==> config.mk <==
export PLATFORM = sky130hd
export DESIGN_NAME = utilization_monitor_hysteresis_top
export DESIGN_NICKNAME = d
export VERILOG_FILES = /design/src/rtl/uhm_pkg.sv /design/src/rtl/utilization_monitor_hysteresis_top.sv
export SDC_FILE = /design/constraint.sdc
export NUM_CORES = 1
export LEC_CHECK = 0
export BUFFER_PORTS_ARGS = -buffer_cell sky130_fd_sc_hd__buf_2
export CAP_MARGIN = 20
export CELL_PAD_IN_SITES_DETAIL_PLACEMENT = 1
export CELL_PAD_IN_SITES_GLOBAL_PLACEMENT = 1
export CORE_MARGIN = 10
export CORE_UTILIZATION = 53
export CTS_BUF_LIST = sky130_fd_sc_hd__clkbuf_2
export CTS_CLUSTER_DIAMETER = 40
export DETAILED_ROUTE_END_ITERATION = 12
export HOLD_SLACK_MARGIN = 0.1
export PLACE_DENSITY_LB_ADDON = 0.1
export SLEW_MARGIN = 20
export SYNTH_ARGS = -nofsm -noshare
export SYNTH_HDL_FRONTEND = slang
export SYNTH_SLANG_ARGS = --single-unit
==> constraint.sdc <==
create_clock -name clk_i -period 16.5 [get_ports clk_i]
set_input_delay 0 -clock clk_i [delete_from_list [all_inputs] [get_ports clk_i]]
set_output_delay 0 -clock clk_i [all_outputs]
set_load 0.005 [all_outputs]
==> src/rtl/uhm_pkg.sv <==
// Package with the shared types and constants of the utilization monitor.
`timescale 1ns / 1ps

package uhm_pkg;

  localparam int unsigned NUM_BUSY  = 3;
  localparam int unsigned NUM_LOADS = 4;
  localparam int unsigned LOAD_W    = 7;
  localparam int unsigned TOTAL_W   = 32;
  localparam int unsigned PROD_W    = TOTAL_W + LOAD_W;
  localparam int unsigned CH_W      = 2;
  localparam int unsigned BIT_W     = 3;
  localparam int unsigned ADDR_W    = 3;
  localparam int unsigned DATA_W    = 32;

  localparam logic [LOAD_W-1:0] PERCENT       = 7'd100;
  localparam logic [LOAD_W-1:0] THRESHOLD_RST = 7'd1;

  localparam logic [0:0] REG_IDX_THRESHOLD = 1'b0;

  typedef enum logic [1:0] {
    ST_IDLE,
    ST_LOAD,
    ST_DIV,
    ST_FIN
  } state_e;

endpackage

==> src/rtl/utilization_monitor_hysteresis_top.sv <==
// Top level of the utilization monitor with hysteresis on the reported loads.
//
//   Channel   Signals                               Direction   Moves
//   in        in_valid_i / in_ready_o + 5 fields    inbound     one sample
//   out       out_valid_o / out_ready_i + 8 fields  outbound    one load report
//   cfg       psel / penable / pwrite / paddr ...   inbound     threshold register
//
// A new sample is accepted only once the previous one has been through all steps and
// the block is back in idle; each channel that is not skipped is divided on one
// shared 39-bit restoring subtractor that yields one quotient bit per cycle.
// Reset is asynchronous and active low and clears all history and the threshold to 1.
// A waiting result holds the block in its final step until the output transfer.
`timescale 1ns / 1ps

module utilization_monitor_hysteresis_top
  import uhm_pkg::*;
(
  input  logic                 clk_i,
  input  logic                 rst_ni,
  input  logic                 in_valid_i,
  output logic                 in_ready_o,
  input  logic [TOTAL_W-1:0]   sample_time_i,
  input  logic [LOAD_W-1:0]    sched_load_i,
  input  logic [TOTAL_W-1:0]   accel_busy_total_i,
  input  logic [TOTAL_W-1:0]   core0_busy_total_i,
  input  logic [TOTAL_W-1:0]   core1_busy_total_i,
  output logic                 out_valid_o,
  input  logic                 out_ready_i,
  output logic [LOAD_W-1:0]    sched_load_pct_o,
  output logic [LOAD_W-1:0]    accel_load_pct_o,
  output logic [LOAD_W-1:0]    core0_load_pct_o,
  output logic [LOAD_W-1:0]    core1_load_pct_o,
  output logic                 sched_report_o,
  output logic                 accel_report_o,
  output logic                 core0_report_o,
  output logic                 core1_report_o,
  input  logic                 psel,
  input  logic                 penable,
  input  logic                 pwrite,
  input  logic [ADDR_W-1:0]    paddr,
  input  logic [DATA_W-1:0]    pwdata,
  output logic [DATA_W-1:0]    prdata,
  output logic                 pready
);

  state_e               state_q, state_d;
  logic [LOAD_W-1:0]    thr_q;
  logic [TOTAL_W-1:0]   last_time_q;
  logic [TOTAL_W-1:0]   last_busy_q [NUM_BUSY];
  logic [LOAD_W-1:0]    last_rep_q [NUM_LOADS];
  logic [TOTAL_W-1:0]   cur_q [NUM_BUSY];
  logic [TOTAL_W-1:0]   dt_q;
  logic [LOAD_W-1:0]    sched_q;
  logic [LOAD_W-1:0]    loads_q [NUM_BUSY];
  logic [CH_W-1:0]      ch_q;
  logic [BIT_W-1:0]     bit_q;
  logic [PROD_W-1:0]    rem_q;
  logic [PROD_W-1:0]    dsr_q;
  logic [LOAD_W-1:0]    quo_q;
  logic                 out_valid_q;
  logic [LOAD_W-1:0]    out_load_q [NUM_LOADS];
  logic [NUM_LOADS-1:0] out_rep_q;

  logic                 in_fire;
  logic                 out_free;
  logic                 cfg_write;
  logic                 ch_last;
  logic [TOTAL_W-1:0]   busy;
  logic                 skip;
  logic [PROD_W:0]      trial;
  logic                 bit_ok;
  logic [LOAD_W-1:0]    all_load [NUM_LOADS];
  logic [LOAD_W-1:0]    diff [NUM_LOADS];
  logic [NUM_LOADS-1:0] rep;

  assign in_fire   = in_valid_i && in_ready_o;
  assign out_free  = !out_valid_q || out_ready_i;
  assign cfg_write = psel && penable && pwrite && pready;
  assign ch_last   = (ch_q == CH_W'(NUM_BUSY - 1));

  assign pready = 1'b1;
  assign prdata = (paddr[2] == REG_IDX_THRESHOLD) ? {{(DATA_W-LOAD_W){1'b0}}, thr_q}
                                                  : '0;

  assign busy   = cur_q[ch_q] - last_busy_q[ch_q];
  assign skip   = (cur_q[ch_q] < last_busy_q[ch_q]) || (dt_q == '0) || (busy > dt_q);
  assign trial  = {1'b0, rem_q} - {1'b0, dsr_q};
  assign bit_ok = !trial[PROD_W];

  always_comb begin
    all_load[0] = sched_q;
    for (int i = 0; i < NUM_BUSY; i++) begin
      all_load[i+1] = loads_q[i];
    end
    for (int i = 0; i < NUM_LOADS; i++) begin
      diff[i] = (all_load[i] > last_rep_q[i]) ? all_load[i] - last_rep_q[i]
                                              : last_rep_q[i] - all_load[i];
      rep[i]  = diff[i] > thr_q;
    end
  end

  always_comb begin
    state_d    = state_q;
    in_ready_o = 1'b0;
    case (state_q)
      ST_IDLE: begin
        in_ready_o = 1'b1;
        if (in_valid_i) begin
          state_d = ST_LOAD;
        end
      end
      ST_LOAD: begin
        if (!skip) begin
          state_d = ST_DIV;
        end else if (ch_last) begin
          state_d = ST_FIN;
        end
      end
      ST_DIV: begin
        if (bit_q == '0) begin
          state_d = ch_last ? ST_FIN : ST_LOAD;
        end
      end
      ST_FIN: begin
        if (out_free) begin
          state_d = ST_IDLE;
        end
      end
      default: begin
        state_d = ST_IDLE;
      end
    endcase
  end

  always_ff @(posedge clk_i or negedge rst_ni) begin
    if (!rst_ni) begin
      state_q     <= ST_IDLE;
      thr_q       <= THRESHOLD_RST;
      last_time_q <= '0;
      ch_q        <= '0;
      out_valid_q <= 1'b0;
      for (int i = 0; i < NUM_BUSY; i++) begin
        last_busy_q[i] <= '0;
      end
      for (int i = 0; i < NUM_LOADS; i++) begin
        last_rep_q[i] <= '0;
      end
    end else begin
      state_q <= state_d;
      if (cfg_write && paddr[2] == REG_IDX_THRESHOLD) begin
        thr_q <= pwdata[LOAD_W-1:0];
      end
      if (in_fire) begin
        last_time_q <= sample_time_i;
        ch_q        <= '0;
      end
      if (state_q == ST_LOAD) begin
        last_busy_q[ch_q] <= cur_q[ch_q];
        if (skip) begin
          ch_q <= ch_q + 1'b1;
        end
      end
      if (state_q == ST_DIV && bit_q == '0) begin
        ch_q <= ch_q + 1'b1;
      end
      if (state_q == ST_FIN && out_free) begin
        out_valid_q <= 1'b1;
        for (int i = 0; i < NUM_LOADS; i++) begin
          if (rep[i]) begin
            last_rep_q[i] <= all_load[i];
          end
        end
      end else if (out_ready_i) begin
        out_valid_q <= 1'b0;
      end
    end
  end

  always_ff @(posedge clk_i) begin
    if (in_fire) begin
      dt_q     <= sample_time_i - last_time_q;
      sched_q  <= sched_load_i;
      cur_q[0] <= accel_busy_total_i;
      cur_q[1] <= core0_busy_total_i;
      cur_q[2] <= core1_busy_total_i;
    end
    case (state_q)
      ST_LOAD: begin
        rem_q <= PROD_W'(busy) * PROD_W'(PERCENT);
        dsr_q <= {1'b0, dt_q, {(LOAD_W-1){1'b0}}};
        bit_q <= BIT_W'(LOAD_W - 1);
        quo_q <= '0;
        if (skip) begin
          loads_q[ch_q] <= '0;
        end
      end
      ST_DIV: begin
        if (bit_ok) begin
          rem_q <= trial[PROD_W-1:0];
        end
        dsr_q <= dsr_q >> 1;
        bit_q <= bit_q - 1'b1;
        quo_q <= {quo_q[LOAD_W-2:0], bit_ok};
        if (bit_q == '0) begin
          loads_q[ch_q] <= {quo_q[LOAD_W-2:0], bit_ok};
        end
      end
      ST_FIN: begin
        if (out_free) begin
          for (int i = 0; i < NUM_LOADS; i++) begin
            out_load_q[i] <= all_load[i];
          end
          out_rep_q <= rep;
        end
      end
      default: begin
      end
    endcase
  end

  assign out_valid_o      = out_valid_q;
  assign sched_load_pct_o = out_load_q[0];
  assign accel_load_pct_o = out_load_q[1];
  assign core0_load_pct_o = out_load_q[2];
  assign core1_load_pct_o = out_load_q[3];
  assign sched_report_o   = out_rep_q[0];
  assign accel_report_o   = out_rep_q[1];
  assign core0_report_o   = out_rep_q[2];
  assign core1_report_o   = out_rep_q[3];

`ifndef SYNTHESIS
  a_busy_after_transfer: assert property (@(posedge clk_i) disable iff (!rst_ni)
    in_fire |=> !in_ready_o)
    else $error("Block stayed ready after an input transfer.");

  a_fin_holds: assert property (@(posedge clk_i) disable iff (!rst_ni)
    (state_q == ST_FIN && out_valid_q && !out_ready_i) |=> (state_q == ST_FIN))
    else $error("Result step left while the output register was still full.");

  a_channel_range: assert property (@(posedge clk_i) disable iff (!rst_ni)
    (state_q == ST_LOAD || state_q == ST_DIV) |-> (ch_q < CH_W'(NUM_BUSY)))
    else $error("Channel counter ran past the last busy channel.");

  a_load_range: assert property (@(posedge clk_i) disable iff (!rst_ni)
    out_valid_o |-> (accel_load_pct_o <= PERCENT && core0_load_pct_o <= PERCENT &&
                     core1_load_pct_o <= PERCENT))
    else $error("Computed load exceeds one hundred percent.");
`endif

endmodule
==> out/qor.csv, run 1 <==
stage,metric,value,unit
status,status,stopped before the end,
status,Failed at,global routing (5_1_grt),
status,tool error,[ERROR GRT-0232] Routing congestion too high. Check the congestion heatmap in the GUI.,
grt,initial antenna violation count,78,
yosys,number of flops mapped to enable cells by yosys,274,
yosys,share of the synthesized area in the top cell type,27.8,%
clock_tree,TritonCTS buffer count,119,
clock_tree,CTS sink count,442,
clock_tree,clk buf depth,3,
yosys,sequential area share after synthesis,42.1,%
yosys,Synth Register Bits,442,
clock_tree,H-tree depth,3,
yosys,Synth cell types,91,
floorplan,Placement Rows,86,
floorplan,I/O pin total,244,
grt,grt total ovfl,4,
clock_tree,CTS Hold Buffers Added,466,
placed_design,Placer Congestion,0.940,
yosys,ys flop type,edfxtp_1,
yosys,Post-Synthesis Cells,3010,
yosys,syn_area_per_cell,9.82,um^2
yosys,Area contributors post-synth,"edfxtp_1 (28%), dfrtp_1 (14%), ha_1 (13%)",
floorplan,die height,256,um
placed_design,HPWL after DPL,63400,um
clock_tree,postcts setup bufs,0,
grt,largest net degree at the start of global routing,133,
yosys,Post-synth ARST share,38.0,%
floorplan,Initial Utilization,53.5,%
floorplan,die width,256,um
yosys,"area leader, netlist",edfxtp_1,
yosys,Yosys warning count,0,
yosys,Mapped Area,29600,um^2
clock_tree,CTS root buffer,clkbuf_2,
grt,Total GRT Usage,71.6,%
placed_design,Buffers on Ports,190,
clock_tree,post-cts sizing count,0,
-- per-stage QoR --
step	worst slack, ps	hold WS [ps]	util [%]	std cells	cell area [um^2]
after CTS	7060	118	67.2	4574	37100
after floorplan	8860	-296	-	3034	29600
after detailed placement	7200	-48.8	56.5	3883	31200
after global placement	7350	-47.2	56.5	3883	31200
-- cell usage after synthesis (all sizes together) (8+ instances only) --
master and number:
a21o 66, buf 45, a211oi 29, nor4 16
o21ai 260, xnor2 75, nor3 41, xor2 51
mux2 26, nor2 173, or3 14, inv 379
nand3 56, o2111ai 8, a31oi 12, nand2 265
fa 38, mux2i 103, a21oi 202, and3 15
a21boi 12, nand4 24, o21a 49, dfrtp 167
and2 22, nand2b 28, nor2b 34, ha 318
clkbuf 57, edfxtp 274, and4 12, o31ai 11
o211ai 13, o21bai 18
-- cell families after synthesis --
group                      synth area share, %
DFF                                       42.1
xor gates and xnor gates                  3.81
other                                   0.0254
AOI/OAI and AO/OA                         15.5
buffers and inverters                     6.46
adders and majority gates                 16.0
and+or+nand+nor                           11.7
muxes                                     4.48
-- metal layers --
metal / GRT overflow / GRT usage [%]
met1: 0 / 67.8
met2: 3 / 85.2
met3: 0 / 63.6
met4: 1 / 70.3
met5: 0 / 44.1
==> run 2: changes to the inputs <==
- CELL_PAD_IN_SITES_DETAIL_PLACEMENT: 1 -> unset
- CELL_PAD_IN_SITES_GLOBAL_PLACEMENT: 1 -> unset
- CORE_UTILIZATION: 53 -> 40
- CTS_BUF_LIST: sky130_fd_sc_hd__clkbuf_2 -> unset
- CTS_CLUSTER_DIAMETER: 40 -> unset
- HOLD_SLACK_MARGIN: 0.1 -> unset
- PLACE_DENSITY_LB_ADDON: 0.1 -> 0.15
==> run 2 against run 1 <==
  * The run now ends clean
  * Synthesized cell count did not move
  * Area after synthesis did not move
==> out/qor.csv, run 2 <==
stage,metric,value,unit
floorplan,Initial Utilization,40.4,%
grt,grt total ovfl,0,
placed_design,Placer Congestion,0.907,
finish,most frequent cells in the layout,"inv_1 (377), ha_1 (316), edfxtp_1 (274)",
worst_hold_path,hold path cells,2,
yosys,number of flops mapped to enable cells by yosys,274,
detailed_routing,DR vias,22400,
clock_tree,postcts setup bufs,0,
sta,fmax,107,MHz
clock_tree,clk buf depth,3,
detailed_routing,first-pass iteration count of the detailed router,6,
clock_tree,CTS root buffer,clkbuf_16,
worst_setup_path,Setup CP Type,register to register,
clock_tree,Worst-Skew Late Latency,640,ps
worst_setup_path,required time worst endpoint,16910,ps
yosys,ys flop type,edfxtp_1,
yosys,syn_area_per_cell,9.82,um^2
floorplan,I/O pin total,244,
clock_tree,TritonCTS buffer count,54,
sta,# setup viols final,0,
sta,max-slew violation count,0,
yosys,Mapped Area,29600,um^2
worst_setup_path,largest fanout on the critical path,65,
yosys,Area contributors post-synth,"edfxtp_1 (28%), dfrtp_1 (14%), ha_1 (13%)",
worst_setup_path,CP arrival,9730,ps
worst_setup_path,Reg-to-Reg Start,ch_q[1],
clock_tree,post-cts sizing count,0,
floorplan,die width,292,um
sta,setup slack after layout,7180,ps
floorplan,die height,292,um
yosys,Post-synth ARST share,38.0,%
yosys,Synth Register Bits,442,
detailed_routing,via/cell ratio,5.15,
detailed_routing,drc violations,0,
sta,minimum clock period after layout,9320,ps
floorplan,Core ar.,73100,um^2
detailed_routing,routed wire length,74600,um
grt,initial antenna violation count,0,
detailed_routing,number of DRC markers in iteration 0,997,
clock_tree,CTS tree,built,
worst_setup_path,R2R cell count,31,
clock_tree,H-tree depth,2,
yosys,Synth top cells by count,"inv_1 (378), ha_1 (318), edfxtp_1 (274)",
grt,Total GRT Usage,17.2,%
run,Max-Cap Viols,0,
yosys,Yosys warning count,0,
worst_setup_path,R2R Path End,rem_q[38],
placed_design,pre-CTS setup slack,7400,ps
sta,unrepaired setup endpoints after global routing,false,
finish,Area Growth Syn to Fin,17.7,%
placed_design,Buffers on Ports,190,
finish,final core occ,47.6,%
yosys,sequential area share after synthesis,42.1,%
yosys,share of the synthesized area in the top cell type,27.8,%
yosys,"count leader, synth",inv_1,
detailed_routing,routed wire length per instance,17.1,um
grt,largest net degree at the start of global routing,112,
sta,Max-slew headroom,22.7,%
worst_setup_path,crit-path max cell delay,700,ps
sta,Least-Margin Pin Slew,1130,ps
finish,ant diodes,0,
worst_hold_path,hold endpoint,cur_q[2][5],
worst_setup_path,flop2flop setup slack,7180,ps
sta,setup TNS,0,ps
clock_tree,CTS sink count,442,
sta,final hold vios,0,
grt,vias in the first global route,22900,
worst_hold_path,HP Start,core1_busy_total_i[5],
worst_setup_path,Critical Path Slowest Stage Cell,dfrtp_4,
worst_setup_path,Worst setup EP type,register,
finish,biggest regs,"cur_q x96, last_busy_q x96, rem_q x39",
status,status,"finished, final reports clean",
yosys,"area leader, netlist",edfxtp_1,
yosys,Post-Synthesis Cells,3010,
finish,"commonest non-fill, non-tap cell in the layout",inv_1,
worst_setup_path,type of element launching the critical path,register,
sta,final period utilization,56.5,%
finish,share of cells above drive strength 1,10.7,%
clock_tree,"Reg clk slew, reported paths",60,ps
floorplan,DIE AREA,85200,um^2
finish,Layout fillers,6842,
detailed_routing,Routed Antenna Nets,0,
floorplan,Placement Rows,99,
finish,Final nets,3876,
grt,first-pass GRT wire length,120000,um
worst_hold_path,worst min path class,input port to register,
yosys,Synth cell types,91,
sta,Clock Skew,60.1,ps
placed_design,HPWL after DPL,56100,um
[run 2: cell counts after synthesis]
Identical to the previous run, type by type.
[run 2: layout make-up]
class                           instances  area (um^2)  area share, %
Tap cell                              959         1200           3.45
Inverter                              379         1430           4.10
Sequential cell                       442        12400           35.8
Clock buffer                           76         1480           4.26
Timing Repair Buffer                  355         2590           7.46
Clock inverter                         26          315          0.906
Multi-Input combinational cell       2111        15300           44.1
[run 2: per-layer routing]
metal / track usage, % / vias up / routed length (um)
li1: - / 11200 / -
met1: 20.7 / 10700 / 31600
met2: 31.1 / 418 / 37900
met3: 2.51 / 112 / 2760
met4: 5.57 / 0 / 2230
met5: 0 / - / 0
[run 2: worst max path at each step]
stage	startpoint	to
floorplan	ch_q[0]	rem_q[38]
global placement	ch_q[1]	rem_q[38]
detailed placement	ch_q[1]	rem_q[38]
CTS	ch_q[1]	rem_q[38]
global route	ch_q[1]	rem_q[38]
finish	ch_q[1]	rem_q[38]
[run 2: critical path, delay by kind of cell, from the launching register on]
| kind | cells | cell delay, ps |
|---|---|---|
| AOI/OAI and AO/OA | 17 | 4650 |
| adders and majority gates | 6 | 2160 |
| buffers and inverters | 4 | 790 |
| DFF | 1 | 700 |
| and+or+nand+nor | 3 | 560 |
| xor gates and xnor gates | 1 | 200 |
[run 2: repair_timing]
item	CTS	global route
hold buffers	150	0
endpoints found under the hold margin	214	0
endpoints found under the setup margin	0	0
[run 2: through the flow]
stage / instances / area (um^2) / hold slack (ps)
final: 4348 / 34800 / 71.3
after global routing: 4348 / 34800 / 51.7
after CTS: 4348 / 34800 / 27.2
after detailed placement: 4096 / 31500 / 18.3
after global placement: 4096 / 31500 / 17.6
after floorplan: 3034 / 29600 / -296
[run 2: cell families (layout without fill, tap and decap cells)]
kind of cell | Yosys count | after routing | synth area share (%)
muxes | 129 | 129 | 4.48
adders and majority gates | 356 | 356 | 16.0
and+or+nand+nor | 730 | 730 | 11.7
xor gates and xnor gates | 127 | 127 | 3.81
other | 2 | 26 | 0.0254
DFF | 442 | 442 | 42.1
AOI/OAI and AO/OA | 743 | 743 | 15.5
buffers and inverters | 481 | 836 | 6.46
Power of run 2 is not shown: default switching activity piles up to over one toggle a cycle in this logic, so the estimate is an artifact.
==> run 3: changes to the inputs <==
- ABC_AREA: unset -> 1
- clock period: 16.5 -> 8.32 ns (I/O delays scaled with it)
==> run 3 against run 2 <==
  * Synthesized cell count rose by 13%
  * Maximum frequency rose by 34%
  * Critical path depth fell by 1
  * Non-clock buffer count rose by 18
  * Critical path type unchanged
==> out/qor.csv, run 3 <==
stage,metric,value,unit
detailed_routing,drc violations,0,
placed_design,Placer Congestion,0.883,
clock_tree,CTS sink count,442,
sta,minimum clock period after layout,6970,ps
placed_design,HPWL after DPL,58400,um
finish,share of cells above drive strength 1,9.74,%
detailed_routing,DR vias,23500,
worst_hold_path,hold path cells,2,
yosys,Synth cell types,62,
detailed_routing,routed wire length,77300,um
clock_tree,Worst-Skew Late Latency,630,ps
floorplan,I/O pin total,244,
clock_tree,"Reg clk slew, reported paths",60,ps
yosys,Mapped Area,29500,um^2
sta,Max-slew headroom,25.1,%
clock_tree,TritonCTS buffer count,53,
detailed_routing,via/cell ratio,4.95,
grt,vias in the first global route,23400,
worst_setup_path,R2R cell count,30,
sta,Least-Margin Pin Slew,1120,ps
yosys,"count leader, synth",nand2_1,
yosys,Post-synth ARST share,38.0,%
yosys,"area leader, netlist",edfxtp_1,
grt,largest net degree at the start of global routing,176,
clock_tree,CTS root buffer,clkbuf_16,
grt,initial antenna violation count,1,
finish,Layout fillers,7120,
yosys,Synth top cells by count,"nand2_1 (625), inv_1 (569), o21ai_0 (383)",
finish,final core occ,47.8,%
clock_tree,H-tree depth,2,
worst_hold_path,worst min path class,input port to register,
detailed_routing,first-pass iteration count of the detailed router,5,
placed_design,Post-DP Area,31500,um^2
yosys,share of the synthesized area in the top cell type,27.9,%
worst_setup_path,largest fanout on the critical path,20,
grt,Total GRT Usage,17.8,%
worst_setup_path,"most used cell, CP",inv_1,
finish,design area,34900,um^2
detailed_routing,Routed Antenna Nets,0,
worst_setup_path,crit-path max cell delay,550,ps
sta,max-slew violation count,0,
status,status,"finished, final reports clean",
clock_tree,clk buf depth,3,
worst_setup_path,Setup CP Type,register to register,
floorplan,Initial Utilization,40.4,%
sta,final hold vios,0,
finish,Final Non-Filler Cells,4756,
yosys,Synth Register Bits,442,
clock_tree,postcts setup bufs,0,
floorplan,die width,292,um
worst_setup_path,CP arrival,7290,ps
sta,unrepaired setup endpoints after global routing,false,
finish,ant diodes,0,
placed_design,placed cells,4500,
run,Max-Cap Viols,0,
yosys,syn_area_per_cell,8.66,um^2
worst_setup_path,required time worst endpoint,8640,ps
sta,fmax,143,MHz
sta,# setup viols final,0,
grt,grt total ovfl,0,
finish,Final nets,4286,
yosys,number of flops mapped to enable cells by yosys,274,
sta,Clock Skew,51.4,ps
floorplan,die height,292,um
sta,final period utilization,83.8,%
worst_setup_path,Critical Path Slowest Stage Cell,dfrtp_2,
floorplan,Placement Rows,99,
yosys,sequential area share after synthesis,42.2,%
grt,first-pass GRT wire length,125000,um
yosys,Area contributors post-synth,"edfxtp_1 (28%), dfrtp_1 (14%), ha_1 (13%)",
placed_design,Buffers on Ports,190,
finish,"commonest non-fill, non-tap cell in the layout",nand2_1,
floorplan,DIE AREA,85000,um^2
detailed_routing,number of DRC markers in iteration 0,1324,
finish,Area Growth Syn to Fin,18.4,%
sta,setup TNS,0,ps
yosys,Post-Synthesis Cells,3406,
clock_tree,CTS tree,built,
floorplan,Core ar.,73100,um^2
finish,most frequent cells in the layout,"nand2_1 (622), inv_1 (568), o21ai_0 (383)",
yosys,Yosys warning count,0,
worst_setup_path,Worst setup EP type,register,
detailed_routing,routed wire length per instance,16.3,um
finish,biggest regs,"cur_q x96, last_busy_q x96, rem_q x39",
yosys,ys flop type,edfxtp_1,
worst_setup_path,type of element launching the critical path,register,
run 3: changes by cell type after synthesis, sizes merged, moves of 47 or more:
cell | previous run | this run
nand2 | 265 | 637
o21ai | 260 | 399
mux2i | 103 | 3
a21oi | 202 | 249
nand3 | 56 | 112
a21o | 66 | 17
inv | 379 | 577
run 3: timing repair:
| item | 4_1_cts | 5_1_grt |
|---|---|---|
| gates resized for setup | 0 | 0 |
| hold buffers | 157 | 0 |
| hold endpoints to repair | 255 | 0 |
run 3: worst paths after layout:
kind | to | startpoint | slack [ps]
worst max-delay path | rem_q[35] | ch_q[0] | 1350
worst min-delay path | cur_q[1][12] | core0_busy_total_i[12] | 80
worst max register to register | rem_q[35] | ch_q[0] | 1350
worst min register to register | last_busy_q[95] | last_busy_q[95] | 480
max in group asynchronous | last_busy_q[5] | rst_ni | 6340
min in group asynchronous | last_rep_q[26] | rst_ni | 530
run 3: through the flow:
stage	hold slack, ps	setup slack, ps
global placement	80.5	1360
finish	84.6	1350
floorplan	-296	2550
global route	61.1	701
CTS	44.6	1280
detailed placement	79.7	1360
run 3: per-layer routing:
metal	global-route usage (%)	up-vias	part of all wire [%]
li1	-	12100	-
met3	2.34	82	3.9
met1	22.6	11000	45
met2	31.8	392	50
met4	3.94	0	1.7
met5	0	-	0
run 3: cell type report:
cell class	instances	area, um^2	share of cell area, %
clock inverter	37	454	1.30
sequential	442	12400	35.6
clock buffer	62	1390	3.98
tap	959	1200	3.44
inverter	580	2180	6.25
timing repair buffer	373	2740	7.84
multi-input combinational	2303	14500	41.6
run 3: worst max-delay path: cells and delay by family (launching register included):
kind	cells	cell delay, ps
flops	1	550
simple gates	9	1040
fa+ha+maj	5	1910
compound gates	8	1900
buf+inv	7	980
xor+xnor	1	260
run 3: cells by family after synthesis:
| logic type | share of synthesized area, % |
|---|---|
| other | 0.0255 |
| buffers and inverters | 9.07 |
| adders and majority gates | 16.1 |
| muxes | 0.216 |
| xor gates and xnor gates | 2.88 |
| and+or+nand+nor | 14.2 |
| AOI/OAI and AO/OA | 15.4 |
| DFF | 42.2 |
Power of run 3 is left out for the same reason.
==> run 4: changes to the inputs <==
- clock period: 8.32 -> 6.66 ns (I/O delays scaled with it)
==> run 4 against run 3 <==
  * Worst setup slack got worse by 900 ps
  * Cell count rose by 1.1%
  * Die area did not move
  * Register-to-register slack got worse by 900 ps
  * Maximum frequency rose by 12%
  * Non-clock buffer count rose by 55
  * Via count barely moved
  * Wire length rose by 0.95%
  * First-iteration DRC count did not move
  * Flip-flop and latch count did not move
  * Final area rose by 1.2%
  * Critical path type unchanged
  * Critical endpoint is now rem_q[32]
  * Largest cell class unchanged
==> out/qor.csv, run 4 (synthesis gave the netlist of run 3 again) <==
stage,metric,value,unit
clock_tree,CTS root buffer,clkbuf_16,
sta,Clock Skew,46.8,ps
floorplan,die height,292,um
detailed_routing,via/cell ratio,4.89,
detailed_routing,routed wire length per instance,16.2,um
detailed_routing,routed wire length,78100,um
floorplan,Initial Utilization,40.4,%
worst_setup_path,R2R cell count,33,
clock_tree,H-tree depth,2,
finish,Layout fillers,7132,
placed_design,Post-DP Area,31900,um^2
finish,Final Non-Filler Cells,4809,
finish,Final nets,4340,
sta,minimum clock period after layout,6210,ps
worst_setup_path,CP arrival,6550,ps
floorplan,Core ar.,73100,um^2
sta,# setup viols final,0,
worst_hold_path,worst min path class,input port to async pin,
floorplan,DIE AREA,85000,um^2
sta,max-slew violation count,0,
sta,fmax,161,MHz
worst_setup_path,Top delay family on crit path,adder cells,
sta,Max-slew headroom,34.7,%
worst_setup_path,"most used cell, CP",buf_4,
clock_tree,"Reg clk slew, reported paths",60,ps
detailed_routing,number of DRC markers in iteration 0,1324,
sta,Least-Margin Pin Slew,980,ps
sta,setup slack after layout,446,ps
clock_tree,TritonCTS buffer count,52,
sta,final hold vios,0,
floorplan,Placement Rows,99,
grt,grt total ovfl,0,
clock_tree,Worst-Skew Late Latency,630,ps
finish,Area Growth Syn to Fin,19.9,%
worst_setup_path,Critical Path Slowest Stage Cell,fa_1,
worst_setup_path,Setup CP Type,register to register,
grt,first-pass GRT wire length,125000,um
finish,most frequent cells in the layout,"nand2_1 (622), inv_1 (568), o21ai_0 (367)",
floorplan,I/O pin total,244,
clock_tree,CTS tree,built,
worst_setup_path,Worst setup EP type,register,
sta,setup TNS,0,ps
clock_tree,clk buf depth,3,
run,Max-Cap Viols,0,
grt,largest net degree at the start of global routing,188,
sta,final period utilization,93.3,%
placed_design,Buffers on Ports,190,
placed_design,Placer Congestion,0.895,
floorplan,die width,292,um
detailed_routing,DR vias,23500,
worst_setup_path,required time worst endpoint,7000,ps
finish,biggest regs,"cur_q x96, last_busy_q x96, rem_q x39",
grt,initial antenna violation count,1,
worst_setup_path,crit-path max cell delay,530,ps
status,status,"finished, final reports clean",
worst_setup_path,largest fanout on the critical path,25,
worst_setup_path,Crit. path cell count,33,
detailed_routing,first-pass iteration count of the detailed router,5,
worst_setup_path,type of element launching the critical path,register,
sta,unrepaired setup endpoints after global routing,false,
finish,"commonest non-fill, non-tap cell in the layout",nand2_1,
clock_tree,CTS sink count,442,
worst_setup_path,"Buf+Inv Stages, Crit Path",11,
finish,share of cells above drive strength 1,11.4,%
grt,vias in the first global route,23400,
placed_design,pre-CTS setup slack,252,ps
placed_design,placed cells,4549,
finish,ant diodes,0,
detailed_routing,Routed Antenna Nets,0,
placed_design,HPWL after DPL,58600,um
detailed_routing,drc violations,0,
grt,Total GRT Usage,17.8,%
finish,design area,35400,um^2
==> run 4: cell count changes in the layout (fill, tap and decap cells not counted), sizes merged <==
cell,before,now
buf,215,269
clkbuf,63,71
bufinv,8,4
clkinvlp,5,1
clkinv,22,24
inv,582,580
dlygate4sd3,157,156
==> run 4: what timing repair did <==
item,in CTS,in global routing
setup buffers,0,5
endpoints found under the setup margin,0,36
resized for setup,0,42
hold buffers,156,0
hold endpoints to repair,277,0
==> run 4: worst register-to-register path, delay by kind of cell, from the launching register on <==
kind / cells / cell delay (ps)
buffers and inverters: 11 / 1390
adder cells (fa/ha/maj): 5 / 1800
flip-flops: 1 / 440
AND/OR/NAND/NOR: 12 / 1380
AO/OA/AOI/OAI: 4 / 780
XOR/XNOR: 1 / 140
==> run 4: routing by layer <==
| layer | wire [um] | vias to the layer above | global-route usage, % | part of all wire, % |
|---|---|---|---|---|
| li1 | - | 12200 | - | - |
| met1 | 35000 | 10800 | 22.9 | 45 |
| met2 | 37900 | 424 | 31.1 | 49 |
| met3 | 3200 | 102 | 2.37 | 4.1 |
| met4 | 1940 | 0 | 4.95 | 2.5 |
| met5 | 0 | - | 0 | 0 |
==> run 4: layout make-up <==
| cell class | instances | area [um^2] | share of cell area [%] |
|---|---|---|---|
| Clock inverter | 29 | 305 | 0.863 |
| Multi-Input combinational cell | 2303 | 14600 | 41.3 |
| Inverter | 580 | 2190 | 6.19 |
| Clock buffer | 68 | 1360 | 3.85 |
| Sequential cell | 442 | 12400 | 35.2 |
| Timing Repair Buffer | 428 | 3250 | 9.20 |
| Tap cell | 959 | 1200 | 3.39 |
==> run 4: path summary, 6_finish.rpt <==
check,from,end,slack [ps]
worst min-delay path,rst_ni,last_rep_q[26],60
max in group asynchronous,rst_ni,last_busy_q[37],5310
min in group clk_i,core0_busy_total_i[12],cur_q[1][12],80
worst min register to register,last_busy_q[92],last_busy_q[92],480
worst max register to register,ch_q[1],rem_q[32],450
worst max-delay path,ch_q[1],rem_q[32],450
==> run 4: through the flow <==
step | utilization (%) | hold slack, ps
finish | 48.4 | 57.4
global route | 48.4 | 75.8
CTS | 48.1 | 48.3
detailed placement | 43.7 | 143
global placement | 43.7 | 148
floorplan | - | -296
Power of run 4 is left out for the same reason.
